<file path="src/rtl/ddo_pkg.sv">
// Shared types, constants and arithmetic helpers for the odometry and go-to-goal block.
package ddo_pkg;

	typedef struct packed {
		logic signed [15:0] count_left;
		logic signed [15:0] count_right;
	} ddo_in_t;

	typedef struct packed {
		logic signed [15:0] speed_left;
		logic signed [15:0] speed_right;
		logic signed [15:0] goal_speed_left;
		logic signed [15:0] goal_speed_right;
		logic signed [31:0] pose_x;
		logic signed [31:0] pose_y;
		logic signed [31:0] pose_heading;
		logic               arrived;
	} ddo_out_t;

	typedef struct packed {
		logic load;
		logic step;
		logic vec;
	} ddo_cordic_ctl_t;

	typedef enum logic [4:0] {
		ST_IDLE, ST_MDH, ST_MTR, ST_ANG, ST_MOD, ST_FOLD1, ST_FOLD2, ST_ROT, ST_CS,
		ST_MX0, ST_MX1, ST_MY0, ST_MY1, ST_MY2, ST_UY, ST_VEC0, ST_VEC1, ST_VEC,
		ST_MD, ST_DT, ST_MDT, ST_MHT, ST_OUT
	} ddo_state_t;

	typedef enum logic [3:0] {
		MS_NONE, MS_DIFF, MS_SUM, MS_CLO, MS_CHI, MS_SLO, MS_SHI, MS_MAG, MS_DIST, MS_ETH
	} ddo_mul_sel_t;

	localparam logic [2:0] CFG_TARGET_X         = 3'd0;
	localparam logic [2:0] CFG_TARGET_Y         = 3'd1;
	localparam logic [2:0] CFG_GAIN_DISTANCE    = 3'd2;
	localparam logic [2:0] CFG_GAIN_HEADING     = 3'd3;
	localparam logic [2:0] CFG_ARRIVE_MARGIN    = 3'd4;
	localparam logic [2:0] CFG_HALF_CM_PER_TICK = 3'd5;
	localparam logic [2:0] CFG_RAD_PER_TICK     = 3'd6;

	localparam logic signed [47:0] Q30_PI       = 48'sd3373259426;
	localparam logic signed [47:0] Q30_HALF_PI  = 48'sd1686629713;
	localparam logic signed [47:0] Q30_TWO_PI   = 48'sd6746518852;
	localparam logic signed [47:0] Q30_INV_GAIN = 48'sd652032874;
	localparam logic signed [47:0] Q24_INV_GAIN = 48'sd10188014;

	function automatic logic [30:0] atan_q30(input logic [4:0] i);
		logic [30:0] r;
		case (i)
			5'd0: r = 31'd843314857;
			5'd1: r = 31'd497837829;
			5'd2: r = 31'd263043837;
			5'd3: r = 31'd133525159;
			5'd4: r = 31'd67021687;
			5'd5: r = 31'd33543516;
			5'd6: r = 31'd16775851;
			5'd7: r = 31'd8388437;
			5'd8: r = 31'd4194283;
			5'd9: r = 31'd2097149;
			5'd31: r = 31'd0;
			default: r = 31'd1 << (5'd30 - i);
		endcase
		return r;
	endfunction

	function automatic logic signed [31:0] sat32(input logic signed [65:0] v);
		logic signed [31:0] r;
		if (v > 66'sd2147483647) begin
			r = 32'sh7fffffff;
		end else if (v < -66'sd2147483648) begin
			r = 32'sh80000000;
		end else begin
			r = 32'(v);
		end
		return r;
	endfunction

	function automatic logic signed [15:0] sat16(input logic signed [65:0] v);
		logic signed [15:0] r;
		if (v > 66'sd32767) begin
			r = 16'sh7fff;
		end else if (v < -66'sd32768) begin
			r = 16'sh8000;
		end else begin
			r = 16'(v);
		end
		return r;
	endfunction

	function automatic logic signed [65:0] trunc24(input logic signed [65:0] v);
		logic signed [65:0] b;
		b = v[65] ? 66'sd16777215 : 66'sd0;
		return (v + b) >>> 24;
	endfunction

endpackage

</file>
<file path="src/rtl/ddo_mul.sv">
// Shared registered multiplier for all products of the block.
module ddo_mul import ddo_pkg::*; (
	input  logic               clk,
	input  logic               en,
	input  logic signed [35:0] a,
	input  logic signed [24:0] b,
	output logic signed [60:0] p_q
);

	logic signed [60:0] prod;

	assign prod = a * b;

	always_ff @(posedge clk) begin
		if (en) begin
			p_q <= prod;
		end
	end

endmodule

</file>
<file path="config.mk">
export PLATFORM = sky130hd
export DESIGN_NAME = ddo_mul
export DESIGN_NICKNAME = d
export VERILOG_FILES = /design/src/rtl/ddo_pkg.sv /design/src/rtl/ddo_mul.sv
export SDC_FILE = /design/constraint.sdc
export NUM_CORES = 2
export LEC_CHECK = 0
export BUFFER_PORTS_ARGS = -buffer_cell sky130_fd_sc_hd__buf_2
export CORE_MARGIN = 2
export CORE_UTILIZATION = 30
export DETAILED_ROUTE_END_ITERATION = 12
export GPL_TIMING_DRIVEN = 1
export PLACE_DENSITY_LB_ADDON = 0.15
export SKIP_CTS_REPAIR_TIMING = 1
export SLEW_MARGIN = 25
export SYNTH_ARGS = -nofsm -noshare
export SYNTH_HDL_FRONTEND = slang
export SYNTH_SLANG_ARGS = --single-unit
export TNS_END_PERCENT = 1
</file>
<file path="constraint.sdc">
create_clock -name clk -period 9.5 [get_ports clk]
set_clock_uncertainty 0.15 [all_clocks]
set_input_delay 1.425 -clock clk [delete_from_list [all_inputs] [get_ports clk]]
set_output_delay 1.425 -clock clk [all_outputs]
set_load 0.01 [all_outputs]
</file>
==> results.yml <==
synth:
  synthArstFlopShare: 0
  synth_cell_type_count: 64
  ys.flop_type: "edfxtp_1"
  synthCells: 3482
  ys.warnings.count: 0
  synth_edf_count: 61
  synth_seq_cells: 61
  synth_nets: 4619
  yosysTopAreaCell: "fa_1"
  ys_seq_area_frac: 0.0552
  synth_area_per_cell_um2: 9.52
  syn-cell-area_um2: 33200
  netlist.area_leader.share: 0.550
  synthTopCellsByArea: "fa_1, inv_1, and2_1, ha_1, edfxtp_1"
detailed_routing:
  drtIter0Drc: 945
  vias: 22400
  drc_errors: 0
  drt_pre_antenna_iters: 5
  wl_um: 97000
  ant_nets: 0
  vias_per_cell: 4.44
  wl_per_cell_um: 19.2
clock_network:
  htree_num_levels: 3
  cts_sinks: 61
  cts_tree: "built"
  cts_buffers: 9
  cts-root-buf: "clkbuf_16"
  cts_buffer_depth: 2
  clkTransAtPathRegs_ps: 60
hold_path:
  whs_endpoint: "p_q[59]"
  min-delay-start: "en"
  worstHoldPathType: "in -> reg"
  hold_depth: 1
placement:
  gp_congestion: 0.839
  hpwl_um: 83400
  portBuffers: 123
  placedCellCount: 5033
global_route:
  antenna_found_initial: 14
  groute.usage.overall: 0.182
  grt_pass1_vias: 25600
  grt_pass1_wl_um: 154000
  grt_max_degree: 46
  overflow: 0
cells_and_area:
  drive_gt1_frac: 0.0767
  nets: 4705
  largest_reg_flops: 61
  area_growth_pct: 9.27
  regMostFlops: "p_q"
  final_cells: 5052
  reg_top3: "p_q: 61 flops"
sta:
  fmax_ghz: 0.110
  final_hold_viol_count: 0
  drv_slew: 0
  setup_viol: 0
  setup-tns-final_ps: 0
  period_minus_slack_ps: 9070
  rsz0062_at_grt: "no"
  worst_pin_slew_ps: 1030
  relSlewSlack: 0.307
  fin_crit_sh: 0.955
worst_setup_path:
  crit_top_cell: "fa_1"
  arrival_ps: 9070
  critPathMaxFanout: 30
  worstPathRequired_ps: 9500
  cp-start-kind: "input pin"
  crit_slowest_cell: "a221oi_1"
  path_class: "in -> reg"
  cpPeakStageDelay_ps: 580
  crit_path_end_kind: "flop"
die:
  ios: 124
  rows: 121
  initial_core_util: 0.303
  die-height_um: 336
  core_um2: 109000
  die_x_um: 336
  dieArea_um2: 113000
job:
  drv_cap: 0
outcome:
  status: "completed"
-- Yosys cell counts (30+ instances only) --
master and n:
a21o_1 33, a21oi_1 44, and2_1 457, clkbuf_1 158, edfxtp_1 61, fa_1 911
ha_1 163, inv_1 911, nand2_1 446, nor2_1 69, o21ai_0 30, xnor2_1 40
-- placed cells by master (no fill, tap or decap), drive strengths merged, types with 3 or more instances in the layout --
master    n
clkinv    3
a21oi    47
a211oi   10
or3       4
diode     4
a21o     34
o211ai    6
o21ai    34
a221oi    5
fa      911
nand2b   14
buf     236
ha      163
a31oi     6
nor2b     8
and2    458
o21bai    5
xor2     20
nor2     70
xnor2    40
nor3      9
clkbuf   10
nand2   446
nand4     5
o31ai     4
edfxtp   61
inv     911
nand3     7
nand4b    3
and4      3
o21a      5
and3      8
-- through the flow --
| stage | worst slack [ps] | utilization | area, µm² | hold slack [ps] |
|---|---|---|---|---|
| detailed placement | 7.11 | 0.329 | 36000 | 1680 |
| finish | 430 | 0.332 | 36200 | 1260 |
| global placement | 18.6 | 0.329 | 36000 | 1680 |
| global route | 168 | 0.331 | 36200 | 1260 |
| floorplan | 1280 | - | 33200 | 1390 |
| CTS | 437 | 0.331 | 36200 | 1230 |
-- critical path: cells and delay by family --
family | cells | cell delay, ps
buffers and inverters | 6 | 1010
AOI/OAI and AO/OA | 8 | 2250
xor gates and xnor gates | 1 | 70
adders and majority gates | 8 | 3770
and+or+nand+nor | 2 | 520
-- routing by layer --
metal,up-vias,part of all wire,GRT usage
li1,10100,-,-
met1,11900,0.43,0.238
met2,305,0.51,0.319
met3,103,0.028,0.0199
met4,16,0.028,0.0533
met5,-,0.00095,0
-- worst max path at each step --
stage	slack, ps	depth (start not counted)	from	endpoint
3_5_place_dp	7	25	b[2]	p_q[60]
6_report	430	25	b[2]	p_q[60]
2_1_floorplan	1280	23	a[35]	p_q[60]
3_3_place_gp	20	25	b[2]	p_q[60]
4_1_cts	440	25	b[2]	p_q[60]
5_1_grt	170	25	b[2]	p_q[60]
-- area by class of cell --
| class | count | area [µm²] |
|---|---|---|
| Timing Repair Buffer | 236 | 1570 |
| Antenna cell | 4 | 10.0 |
| Multi-Input combinational cell | 2349 | 27300 |
| Sequential cell | 61 | 1830 |
| Inverter | 911 | 3420 |
| Tap cell | 1476 | 1850 |
| Clock buffer | 10 | 229 |
| Clock inverter | 5 | 28.8 |
| Fill cell | 11600 | 73100 |
-- cell families after synthesis --
kind of cell,after synthesis,synth area share
compound gates,173,0.0378
xor+xnor,60,0.0158
fa+ha+maj,1074,0.611
buf+inv,1072,0.121
flops,61,0.0552
mux,1,0.000302
simple gates,1041,0.158
Power is left out: the tool's default activity adds up to more than one toggle a clock period on the data nets, which glitch-free logic cannot reach.
