**config.mk**
```make
export PLATFORM = sky130hd
export DESIGN_NAME = ddo_cordic
export DESIGN_NICKNAME = d
export VERILOG_FILES = /design/src/rtl/ddo_pkg.sv /design/src/rtl/ddo_cordic.sv
export SDC_FILE = /design/constraint.sdc
export NUM_CORES = 1
export LEC_CHECK = 0
export ABC_AREA = 0
export BUFFER_PORTS_ARGS = -buffer_cell sky130_fd_sc_hd__buf_2
export CAP_MARGIN = 10
export CORE_MARGIN = 2
export CORE_UTILIZATION = 30
export DETAILED_ROUTE_END_ITERATION = 12
export HOLD_SLACK_MARGIN = 0.08
export SYNTH_ARGS = -nofsm -noshare
export SYNTH_HDL_FRONTEND = slang
export SYNTH_SLANG_ARGS = --single-unit
```
**constraint.sdc**
```tcl
create_clock -name clk -period 9.19 [get_ports clk]
set_input_delay 1.838 -clock clk [delete_from_list [all_inputs] [get_ports clk]]
set_output_delay 1.838 -clock clk [all_outputs]
set_load 0.005 [all_outputs]
```
**src/rtl/ddo_pkg.sv**
```systemverilog
// Shared types, constants and arithmetic helpers for the odometry and go-to-goal block.
package ddo_pkg;

	typedef struct packed {
		logic signed [15:0] count_left;
		logic signed [15:0] count_right;
	} ddo_in_t;

	typedef struct packed {
		logic signed [15:0] speed_left;
		logic signed [15:0] speed_right;
		logic signed [15:0] goal_speed_left;
		logic signed [15:0] goal_speed_right;
		logic signed [31:0] pose_x;
		logic signed [31:0] pose_y;
		logic signed [31:0] pose_heading;
		logic               arrived;
	} ddo_out_t;

	typedef struct packed {
		logic load;
		logic step;
		logic vec;
	} ddo_cordic_ctl_t;

	typedef enum logic [4:0] {
		ST_IDLE, ST_MDH, ST_MTR, ST_ANG, ST_MOD, ST_FOLD1, ST_FOLD2, ST_ROT, ST_CS,
		ST_MX0, ST_MX1, ST_MY0, ST_MY1, ST_MY2, ST_UY, ST_VEC0, ST_VEC1, ST_VEC,
		ST_MD, ST_DT, ST_MDT, ST_MHT, ST_OUT
	} ddo_state_t;

	typedef enum logic [3:0] {
		MS_NONE, MS_DIFF, MS_SUM, MS_CLO, MS_CHI, MS_SLO, MS_SHI, MS_MAG, MS_DIST, MS_ETH
	} ddo_mul_sel_t;

	localparam logic [2:0] CFG_TARGET_X         = 3'd0;
	localparam logic [2:0] CFG_TARGET_Y         = 3'd1;
	localparam logic [2:0] CFG_GAIN_DISTANCE    = 3'd2;
	localparam logic [2:0] CFG_GAIN_HEADING     = 3'd3;
	localparam logic [2:0] CFG_ARRIVE_MARGIN    = 3'd4;
	localparam logic [2:0] CFG_HALF_CM_PER_TICK = 3'd5;
	localparam logic [2:0] CFG_RAD_PER_TICK     = 3'd6;

	localparam logic signed [47:0] Q30_PI       = 48'sd3373259426;
	localparam logic signed [47:0] Q30_HALF_PI  = 48'sd1686629713;
	localparam logic signed [47:0] Q30_TWO_PI   = 48'sd6746518852;
	localparam logic signed [47:0] Q30_INV_GAIN = 48'sd652032874;
	localparam logic signed [47:0] Q24_INV_GAIN = 48'sd10188014;

	function automatic logic [30:0] atan_q30(input logic [4:0] i);
		logic [30:0] r;
		case (i)
			5'd0: r = 31'd843314857;
			5'd1: r = 31'd497837829;
			5'd2: r = 31'd263043837;
			5'd3: r = 31'd133525159;
			5'd4: r = 31'd67021687;
			5'd5: r = 31'd33543516;
			5'd6: r = 31'd16775851;
			5'd7: r = 31'd8388437;
			5'd8: r = 31'd4194283;
			5'd9: r = 31'd2097149;
			5'd31: r = 31'd0;
			default: r = 31'd1 << (5'd30 - i);
		endcase
		return r;
	endfunction

	function automatic logic signed [31:0] sat32(input logic signed [65:0] v);
		logic signed [31:0] r;
		if (v > 66'sd2147483647) begin
			r = 32'sh7fffffff;
		end else if (v < -66'sd2147483648) begin
			r = 32'sh80000000;
		end else begin
			r = 32'(v);
		end
		return r;
	endfunction

	function automatic logic signed [15:0] sat16(input logic signed [65:0] v);
		logic signed [15:0] r;
		if (v > 66'sd32767) begin
			r = 16'sh7fff;
		end else if (v < -66'sd32768) begin
			r = 16'sh8000;
		end else begin
			r = 16'(v);
		end
		return r;
	endfunction

	function automatic logic signed [65:0] trunc24(input logic signed [65:0] v);
		logic signed [65:0] b;
		b = v[65] ? 66'sd16777215 : 66'sd0;
		return (v + b) >>> 24;
	endfunction

endpackage

```
**src/rtl/ddo_cordic.sv**
```systemverilog
// Shared CORDIC stage: one rotation or vectoring step per cycle while step is set.
module ddo_cordic import ddo_pkg::*; (
	input  logic               clk,
	input  ddo_cordic_ctl_t    ctl,
	input  logic [4:0]         it,
	input  logic signed [35:0] ld_x,
	input  logic signed [35:0] ld_y,
	input  logic signed [33:0] ld_z,
	output logic signed [35:0] x_q,
	output logic signed [35:0] y_q,
	output logic signed [33:0] z_q,
	output logic               y_zero
);

	logic signed [35:0] xs;
	logic signed [35:0] ys;
	logic signed [33:0] at;
	logic               dpos;

	assign xs = x_q >>> it;
	assign ys = y_q >>> it;
	assign at = $signed({3'b000, atan_q30(it)});
	assign dpos = ctl.vec ? y_q[35] : !z_q[33];
	assign y_zero = (y_q == 36'sd0);

	always_ff @(posedge clk) begin
		if (ctl.load) begin
			x_q <= ld_x;
			y_q <= ld_y;
			z_q <= ld_z;
		end else if (ctl.step) begin
			if (dpos) begin
				x_q <= x_q - ys;
				y_q <= y_q + xs;
				z_q <= z_q - at;
			end else begin
				x_q <= x_q + ys;
				y_q <= y_q - xs;
				z_q <= z_q + at;
			end
		end
	end

endmodule

```
==> impl_results.md, run 1 <==
* RSZ-0062 raised after global routing: false
* DRC violation total after the first TritonRoute iteration at about 2200
* Filler cells at about 6200
* Critical path endpoint category: register
* Number of flops mapped to enable cells by yosys at around 110
* Count of final setup violators at 0
* CTS clk-pin slew, worst paths at roughly 0.08 ns
* Setup Skew at about 0.022 ns
* Setup WS post-layout at between 1 and 1.5 ns
* CP Max Fanout at 52
* Worst vdd ir at between 0.00015 and 0.0002 V
* Core box area at approximately 0.06 sq mm
* Die Width at 249 um
* Via count at a little under 20000
* Startpoint Class: input pin
* Largest net degree at the start of global routing at 94
* H-tree levels at 3
* Slew Limit Fails at 0
* Worst Path Class, Setup: input pin to register
* Antenna violations before repair at 4
* IO Port Bufs at approximately 220
* Global Route Usage Sum at 0.266
* Clock Path Buffers at 2
* Slew Limit Headroom at 0.170
* Initial core utilization at 0.304
* Tcrit/Tclk final at 0.876
* Power Density at 475 mW/mm^2
* Most common cell after layout, fill and taps aside: nand2_1
* CTS resizes at 0
* Area of the multi-input gates at 0.0140 sq mm
* Drt pass-1 iters at 6
* DIE HEIGHT at approximately 250 um
* Most used DFF post-synth: edfxtp_1
* Post-synth ARST share at 0
* Cell Rows at 89
* Boundary Pins at roughly 220
* Routed len/inst at around 27 um
* Status: completed
* Final Hold Fails at 0
* Post-CTS Setup Inserts at 0
* Final core occ at 0.346
* Hpwl dp at ~66000 um
* Grt ovf at 0
* Register area at about 0.0032 sq mm
* Post-synthesis sequential area ratio at 0.177
* Post-Synthesis Cells at 2203
* Leak at between 8 and 9 nW
* Least-Margin Pin Slew at ~1.2 ns
* Number of global-route vias before repair at around 19000
* Max-Cap Viols at 0
* CP required at ~9.4 ns
* Die area at around 0.062 sq mm
* Cts bufs inserted at 9
* Commonest non-fill, non-tap cells in the layout: nand2_1, buf_2, o21ai_0
* Fin Setup TNS at 0 ns
* Syn avg cell area at slightly above 8 sq um
* Layout area overhead at 13.6%
* Post-Syn Area at approximately 0.018 sq mm
* Vias per cell at approximately 6.3
* Syn_nets at about 2400
* Wirelength, routed at approximately 86000 um
* Hold Crit Class: register to register
* Clk sink count at roughly 110
* CP arrival at just over 8 ns
* Register bit total from synthesis at 106
* Fraction of layout cells with a size suffix above 1 at 0.202
* Post-CTS Hold Buffers at 0
* Max frequency at approximately 120 MHz
* Clk Latency, worst-skew pair at around 0.42 ns
* CTS tree: yes
* Detail Route Antenna Nets at 0
* Clock tree root buffer cell: clkbuf_16
* Tmin final at just over 8 ns
* Pwr Total at ~9.7 mW
* Final GP Congestion at ~1
* Global-route wire length before repair at around 130000 um
* DRC at 0
* Nets@finish at about 2600
* Post-Place Worst Slack at around 0.91 ns
* Post-synth cell types at a little under 90
* Warnings from Yosys at 0
==> final timing paths <==
path                start       to  slack (ns)  cells past startpoint
setup / recovery    it[2]  x_q[35]        1.14                     22
hold / removal     z_q[0]   z_q[0]        0.81                      3
setup reg to reg  y_q[25]  x_q[35]        2.59                     20
hold reg to reg    z_q[0]   z_q[0]        0.81                      3
==> where the power goes <==
part,total [mW],switching (mW),internal [mW]
registers,1.63,0.682,0.951
clock network,0.457,0.216,0.241
logic,7.63,4.35,3.28
total,9.72,5.25,4.47
==> stage by stage <==
| step | hold WS [ns] | cells | instance area (sq um) |
|---|---|---|---|
| after floorplan | 0.740 | 2203 | 18000 |
| after global placement | 0.802 | 3124 | 20100 |
| after detailed placement | 0.804 | 3124 | 20100 |
| after CTS | 0.816 | 3140 | 20500 |
| after global routing | 0.825 | 3140 | 20500 |
| final | 0.812 | 3142 | 20500 |
==> Yosys cell counts, types with 24 or more instances <==
master | instances | area, sq um
o22ai_1 | 36 | 225
nor3_1 | 35 | 175
clkbuf_1 | 85 | 319
a31oi_1 | 25 | 156
inv_1 | 48 | 180
o211ai_1 | 31 | 233
a21oi_1 | 166 | 831
xnor2_1 | 85 | 744
nand3_1 | 44 | 220
nand2b_1 | 32 | 200
mux2_2 | 46 | 518
a21o_1 | 62 | 465
mux4_2 | 77 | 1730
mux2i_1 | 85 | 851
o21ai_0 | 206 | 1030
and3_1 | 24 | 150
nand2_1 | 254 | 953
nor2_1 | 135 | 507
edfxtp_1 | 106 | 3180
xor2_1 | 78 | 683
a211oi_1 | 25 | 188
buf_2 | 33 | 165
ha_1 | 106 | 1330
==> per-layer routing <==
metal  vias up  GRT usage  share of wire
met1      9603      0.346           0.41
met3       198     0.0544          0.086
met5         -          0        0.00015
li1       8751          -              -
met2      1088      0.429           0.45
met4         2      0.111          0.045
==> cells by family after synthesis <==
| group | Yosys count | share of synthesized area |
|---|---|---|
| mux | 208 | 0.172 |
| compound gates | 773 | 0.279 |
| fa+ha+maj | 109 | 0.0769 |
| simple gates | 642 | 0.169 |
| flops | 106 | 0.177 |
| xor+xnor | 163 | 0.0792 |
| buf+inv | 202 | 0.0479 |
==> sequential cells by signal, summed over array words and instances, names as in the netlist <==
signal,cells
z_q,34
x_q,36
y_q,36
==> cell type report <==
type	count	area share
inverters	51	0.00935
well taps	773	0.0472
clock buffers	9	0.0110
clock inverters	7	0.00489
diodes	2	0.000244
repair buffers	299	0.0879
multi-input cells	1895	0.684
flip-flops and latches	106	0.155
==> critical path: stages <==
cell      delay, ns
buf_4          0.43
buf_12         0.32
inv_2          0.21
nor2_1         0.98
a22oi_1        0.36
a31oi_1        0.42
and3_1         0.23
and4bb_2       0.31
nand3_2        0.18
o41a_1         0.52
xnor2_1        0.14
mux2i_1        0.26
ha_1           0.35
a21oi_1        0.15
nor2b_1        0.05
o21ai_0        0.18
nand2_1        0.08
a41o_1         0.27
a211oi_1       0.32
o41ai_1        0.14
xnor2_1        0.14
mux2_2         0.27
Note: power is estimated with default switching activity, not from simulation.
==> inputs of run 2 (changes only) <==
--- a/config.mk
+++ b/config.mk
@@ -12,6 +12,7 @@
 export CORE_UTILIZATION = 30
 export DETAILED_ROUTE_END_ITERATION = 12
 export HOLD_SLACK_MARGIN = 0.08
+export PLACE_DENSITY = 0.55
 export SYNTH_ARGS = -nofsm -noshare
 export SYNTH_HDL_FRONTEND = slang
 export SYNTH_SLANG_ARGS = --single-unit
==> run 2 against run 1 <==
Against the previous run:
- sequential cell count unchanged
- highest routed layer is now met4
- global-route usage is 0.21 points lower
- combinational power about the same
==> impl_results.md, run 2 (synthesis results as in run 1) <==
* Gate power share at 0.789
* Die Width at approximately 250 um
* Startpoint Class: input pin
* Global Route Usage Sum at 0.264
* Most common cell after layout, fill and taps aside: nand2_1
* Commonest non-fill, non-tap cells in the layout: nand2_1, buf_2, o21ai_0
* Finished Cell Area at slightly above 0.02 sq mm
* Die area at 0.0621 sq mm
* DRC violation total after the first TritonRoute iteration at between 2000 and 2500
* Sequential Power Share at 0.166
* Grt ovf at 0
* Cell Rows at 89
* Pwr Total at approximately 9.7 mW
* Worst Path Class, Setup: input pin to register
* Detail Route Antenna Nets at 0
* Post-Place Worst Slack at 0.874 ns
* Cells after DPL at approximately 3100
* Fin cells at ~3100
* Power Density at 475 mW/mm^2
* Slowest cell on crit path: or4b_2
* NetSw at 5.23 mW
* Layout area overhead at 13.2%
* Least-Margin Pin Slew at roughly 1.1 ns
* Switching share of power at 0.540
* Vias per cell at roughly 6
* Initial core utilization at 0.304
* Setup WS post-layout at between 1 and 1.5 ns
* Cts bufs inserted at 9
* Biggest registers after layout: x_q (36), y_q (36), z_q (34)
* Hpwl dp at approximately 65000 um
* Filler cells at between 6000 and 7000
* Critical path endpoint category: register
* DIE HEIGHT at around 250 um
* Boundary Pins at approximately 220
* CP Max Fanout at 40
* Core box area at just under 0.06 sq mm
* Largest net degree at the start of global routing at just under 90
* Internal at roughly 4.5 mW
* Drt pass-1 iters at 8
* Post-DP Area at 0.0201 sq mm
* CTS resizes at 0
* IO Port Bufs at around 220
* Clk Latency, worst-skew pair at about 0.40 ns
* Final GP Congestion at roughly 1.0
* CP top delay family: compound AO/OA/AOI/OAI gates
* Global-route wire length before repair at 125000 um
* Fraction of layout cells with a size suffix above 1 at 0.201
* Leak at 8.31 nW
* CTS clk-pin slew, worst paths at 0.08 ns
* Clk pwr share at 0.046
* Slew Limit Fails at 0
* Tcrit/Tclk final at 0.878
* Max-Cap Viols at 0
* CP required at just over 9 ns
* Buf/Inv on CP at 2
* CTS tree: yes
* DRC at 0
* Max frequency at ~120 MHz
* Hold Crit Class: register to register
* Hold slack at roughly 0.83 ns
* Number of global-route vias before repair at around 19000
* Clk sink count at approximately 110
* Count of final setup violators at 0
* Slew Limit Headroom at 0.281
* Clock tree root buffer cell: clkbuf_16
* Final Hold Fails at 0
* Final core occ at 0.344
* Antenna violations before repair at 0
* Status: completed
* Post-CTS Setup Inserts at 0
* Clock Path Buffers at 2
* Cells along the critical path: buf_4, buf_4, or2_2, o22ai_1, a211oi_1, o22ai_1, ha_1, and2_1, a31oi_1, xor2_1, ha_1, a21o_1, a221o_1, or4b_2, o21ai_0, o21ai_0, a41o_1, a211oi_1, o41ai_1, xnor2_1, mux2_2
* Wirelength, routed at approximately 85000 um
* CP arrival at about 8.2 ns
* Tmin final at between 8 and 9 ns
* Fin Setup TNS at 0 ns
* RSZ-0062 raised after global routing: false
* Setup Skew at ~0.016 ns
* Via count at 19410
* Routed len/inst at roughly 27 um
* Post-CTS Hold Buffers at 0
* H-tree levels at 3
* Slowest cell delay on critical path at roughly 0.66 ns
* Nets@finish at roughly 2600
* Worst vdd ir at roughly 0.00016 V
==> run 2: worst paths after layout <==
path                               from      end  slack [ns]  depth (start not counted)
worst max-delay path              it[0]  x_q[35]        1.12                         21
worst min-delay path             z_q[0]   z_q[0]        0.83                          3
worst max register to register  y_q[31]  x_q[35]        2.69                         19
worst min register to register   z_q[0]   z_q[0]        0.83                          3
==> run 2: layer usage <==
| layer | global-route usage | vias to the layer above | part of all wire |
|---|---|---|---|
| li1 | - | 8752 | - |
| met1 | 0.341 | 9566 | 0.42 |
| met2 | 0.425 | 923 | 0.46 |
| met3 | 0.0559 | 169 | 0.079 |
| met4 | 0.116 | 0 | 0.044 |
| met5 | 0 | - | 0 |
==> run 2: power by group through the flow <==
stage / Combinational, mW / Clock, mW / Sequential (mW)
after detailed placement: 7.50 / 0 / 1.60
after floorplan: 5.48 / 0 / 1.26
after CTS: 7.56 / 0.460 / 1.60
after global routing: 8.37 / 0.472 / 1.63
after global placement: 7.44 / 0 / 1.61
final: 7.64 / 0.441 / 1.61
==> run 2: area by class of cell <==
class,instances,area [sq um],share of cell area
Multi-Input combinational cell,1895,14000,0.686
Timing Repair Buffer,299,1750,0.0857
Antenna cell,1,2.50,0.000123
Inverter,51,191,0.00938
Tap cell,773,967,0.0474
Clock buffer,9,225,0.0110
Clock inverter,6,82.6,0.00405
Sequential cell,106,3180,0.156
==> run 2: worst reg2reg max path, stage by stage (launching register included) <==
cell and delay [ns]:
edfxtp_1 0.68, mux4_2 0.59, mux2_2 0.39, o211ai_1 0.67
nand4_1 0.21, nor2b_1 0.19, nand2b_1 0.08, o21ai_0 0.19
xnor2_1 0.14, ha_1 0.33, and3_1 0.23, a221o_1 0.36
or4b_2 0.66, o21ai_0 0.20, o21ai_0 0.16, a41o_1 0.35
a211oi_1 0.29, o41ai_1 0.14, xnor2_1 0.14, mux2_2 0.27
